## config.mk

```make
export PLATFORM = sky130hd
export DESIGN_NAME = bpa_ram
export DESIGN_NICKNAME = d
export VERILOG_FILES = /design/src/sv/bpa_ram.sv
export SDC_FILE = /design/constraint.sdc
export NUM_CORES = 2
export LEC_CHECK = 0
export BUFFER_PORTS_ARGS = -buffer_cell sky130_fd_sc_hd__buf_2
export CAP_MARGIN = 15
export CORE_MARGIN = 5
export CORE_UTILIZATION = 25
export CTS_CLUSTER_DIAMETER = 60
export CTS_CLUSTER_SIZE = 25
export DETAILED_ROUTE_END_ITERATION = 16
export PLACE_DENSITY = 0.41
export SETUP_SLACK_MARGIN = 0.5
export SLEW_MARGIN = 40
export SYNTH_ARGS = -nofsm -noshare
export SYNTH_HDL_FRONTEND = slang
export SYNTH_SLANG_ARGS = --single-unit
export TNS_END_PERCENT = 1
```

## constraint.sdc

```tcl
create_clock -name clk -period 7.8 [get_ports clk]
set_input_delay 0.39 -clock clk [delete_from_list [all_inputs] [get_ports clk]]
set_output_delay 0.39 -clock clk [all_outputs]
set_load 0.1 [all_outputs]
```

## src/sv/bpa_ram.sv

```systemverilog
// Generic single-write, single-read RAM with a registered read port.
// Holds the page bitmap words; no package dependency.
`default_nettype none
module bpa_ram #(
	parameter int WIDTH = 64,
	parameter int DEPTH = 64,
	parameter int AW    = (DEPTH > 1) ? $clog2(DEPTH) : 1
) (
	input  wire logic             clk,
	input  wire logic             we,
	input  wire logic [AW-1:0]    waddr,
	input  wire logic [WIDTH-1:0] wdata,
	input  wire logic [AW-1:0]    raddr,
	output logic      [WIDTH-1:0] rdata
);

	logic [WIDTH-1:0] mem [DEPTH];

	always_ff @(posedge clk) begin
		if (we) begin
			mem[waddr] <= wdata;
		end
		rdata <= mem[raddr];
	end

endmodule
`default_nettype wire

```

==> results.md <==
* Post-CTS Setup Bufs at 0
* Vias/cell at 4.71
* Yosys warning count at 0
* Register area at 124,000 um2
* Die area at 641,000 um2
* IO Count at 142
* Core Box Area at 624,000 um2
* Crit path cell chain: buf_12 -> buf_16 -> buf_12 -> nand2_2 -> buf_4 -> or2_2 -> a41oi_1 -> a211oi_1
* Commonest non-fill, non-tap cell in the layout: edfxtp_1
* Total Routing Usage GR at 15.3%
* Relative slew margins at 33.7%
* Via count at 74,200
* Post-synthesis register bit count at 4,160
* CP dominant cell by count: buf_12
* Cell area power density at 259 nW/um2
* Crit. End Element: flip-flop
* WHS Endpoint: mem[48][25]
* Wire length per cell at 31.9 um
* Clock transition at path regs at 0.07 ns
* Clock Latency Late Sink at 1.00 ns
* Port bufs at 141
* HPWL after detailed placement at 275 mm
* Period utilisation layout at 41.0%
* Hold Path Origin: wdata[25]
* Crit path max-delay cell type: nand2_2
* Share of cells above drive strength 1 at 30.3%
* Die H at 801 um
* GR Overflow Total at 0
* CTS tree: yes
* H-tree depth at 5
* Die W at 801 um
* Clock sinks at 4,160
* Fin cells at 15,800
* Post-Route WL at 503 mm
* Reg-to-Reg End: rdata[2]
* Setup CP Type: input pin to flip-flop
* Mean Syn Cell Area at 23.7 um2
* Fillcell total at 60,200
* R2R setup slack at 5.61 ns
* Largest net degree at the start of global routing at 108
* Most frequent cells in the layout: edfxtp_1, mux4_2, clkbuf_16, buf_4, a22oi_1
* Gpl congestion at 0.725
* Setup violators final at 0
* DRT Pass-1 Iters at 5
* Worst path required time at 8.60 ns
* Worst r2r src: mem[13][2]
* DRT antenna net count at 0
* Maximum fanout along the worst path at 75
* Top Family by Delay on Critical Path: buffers and inverters
* Total CTS buffers at 386
* Fraction of the yosys area taken by sequential cells at 79.5%
* Fin Hold WS at 0.0934 ns
* Worst-margin pin slew at 0.994 ns
* Initial antenna violation count at 42
* First-pass GRT wire length at 685 mm
* CP startpoint kind: input pin
* MaxCap Viol Count at 0
* Synth-to-Final Area Change at 17.6%
* Worst Path Buf+Inv at 4
* Endpoints failing hold at 0
* RSZ-0062 raised after global routing: false
* Outcome: complete, no violations
* Multi-input gate area at 30,800 um2
* Crit path largest cell delay at 0.62 ns
* Deepest clock path buffer count at 4
* Vias in the first global route at 77,600
* Rows at 290
* Number of remaining DRC errors at 0
* Slew Limit Fails at 0
* Arr. time, crit path at 4.00 ns
* Worst Reg-to-Reg Cells at 5
* Max Freq at 313 MHz
* Worst VDD drop at 201 uV
* Post-Syn Nets at 6,676
* Post-Syn Area at 156,000 um2
* DR iter-0 viols at 6,953
* Cell total after placement at 15,000
* Final #Nets at 7,169
* Period minus WS final at 3.20 ns
* Max Clock Skew at 0.0379 ns
* Mapped Cells at 6,598
* Setup TNS Final at 0 ns
* Root buffer cell: clkbuf_16
* Hold WC Path Type: input pin to flip-flop
* Power Total at 47.6 mW
* Starting Density at 25.1%
* Yosys cell types at 33
* WHS Path Cells at 2
* Pleak at 55.7 nW
-- worst max-delay path by stage --
| stage | cells past startpoint | from | end |
|---|---|---|---|
| 2_1_floorplan | 4 | waddr[3] | mem[48][0] |
| 3_3_place_gp | 6 | raddr[3] | rdata[56] |
| 3_5_place_dp | 7 | raddr[0] | rdata[58] |
| 4_1_cts | 7 | raddr[0] | rdata[58] |
| 5_1_grt | 8 | raddr[0] | rdata[58] |
| 6_report | 8 | raddr[0] | rdata[58] |
-- state kept, by name, summed over array words and instances (netlist names) --
| register | cells |
|---|---|
| mem | 4096 |
| rdata | 64 |
-- cell type report --
class	count	share of cell area, %
multi-input cells	2049	16.8
diodes	16	0.0218
flip-flops and latches	4160	67.6
clock buffers	416	5.48
repair buffers	475	2.47
inverters	19	0.0388
well taps	8322	5.67
clock inverters	309	1.94
-- per-stage QoR --
stage               area, um2  setup slack (ns)  utilization [%]
finish                 184000              4.60             29.5
global route           184000              4.48             29.5
CTS                    184000              4.72             29.4
detailed placement     169000              3.63             27.2
global placement       168000              3.54             27.0
floorplan              156000              1.97                -
-- what timing repair did --
item	in CTS	in global routing
resized for setup	0	0
hold buffers	58	1
setup endpoints to repair	0	0
hold endpoints to repair	3464	64
-- per-layer routing --
metal	routed length, um	GRT usage [%]
met5	58	0
met4	11400	3.26
met3	21000	1.83
met2	256000	26.8
met1	215000	20.3
-- cell usage after synthesis --
cell          n  area share (%)
nand3_1      45            0.14
nand2_1      58            0.14
a22oi_1     168            0.81
nand2b_1     11           0.044
or2_2        28            0.11
buf_6         6           0.043
buf_4        34            0.16
nor2b_1      28            0.11
dfxtp_1      64            0.82
a22o_1       88            0.49
buf_1        20           0.048
or3b_2        1          0.0056
a31oi_1      18           0.072
a211oi_1     63            0.30
a2bb2oi_1    19            0.11
inv_1        19           0.046
buf_2       170            0.54
o221ai_1     38            0.21
mux4_2     1024              15
nand4b_1      1          0.0056
nand4_1       2          0.0080
or3_1        29            0.12
nand3b_1      2          0.0096
and3_1       64            0.26
a31o_1        1          0.0056
and2_1        3           0.012
mux2i_1     135            0.86
edfxtp_1   4096              79
nor2_1      112            0.27
o22ai_1      83            0.33
clkbuf_1    140            0.34
a41oi_1      26            0.15
nor3_1        2          0.0064
-- power breakdown --
part	total [mW]	switching (mW)	internal, mW
combinational	2.59	1.78	0.810
clock	20.1	9.54	10.6
sequential	24.8	0.117	24.7
total	47.6	11.4	36.1
-- cells by family after synthesis --
logic type	share of synthesized area, %
compound gates	2.48
buf+inv	1.18
flops	79.5
mux	15.6
simple gates	1.24
Power figures use the tool's default switching activity.
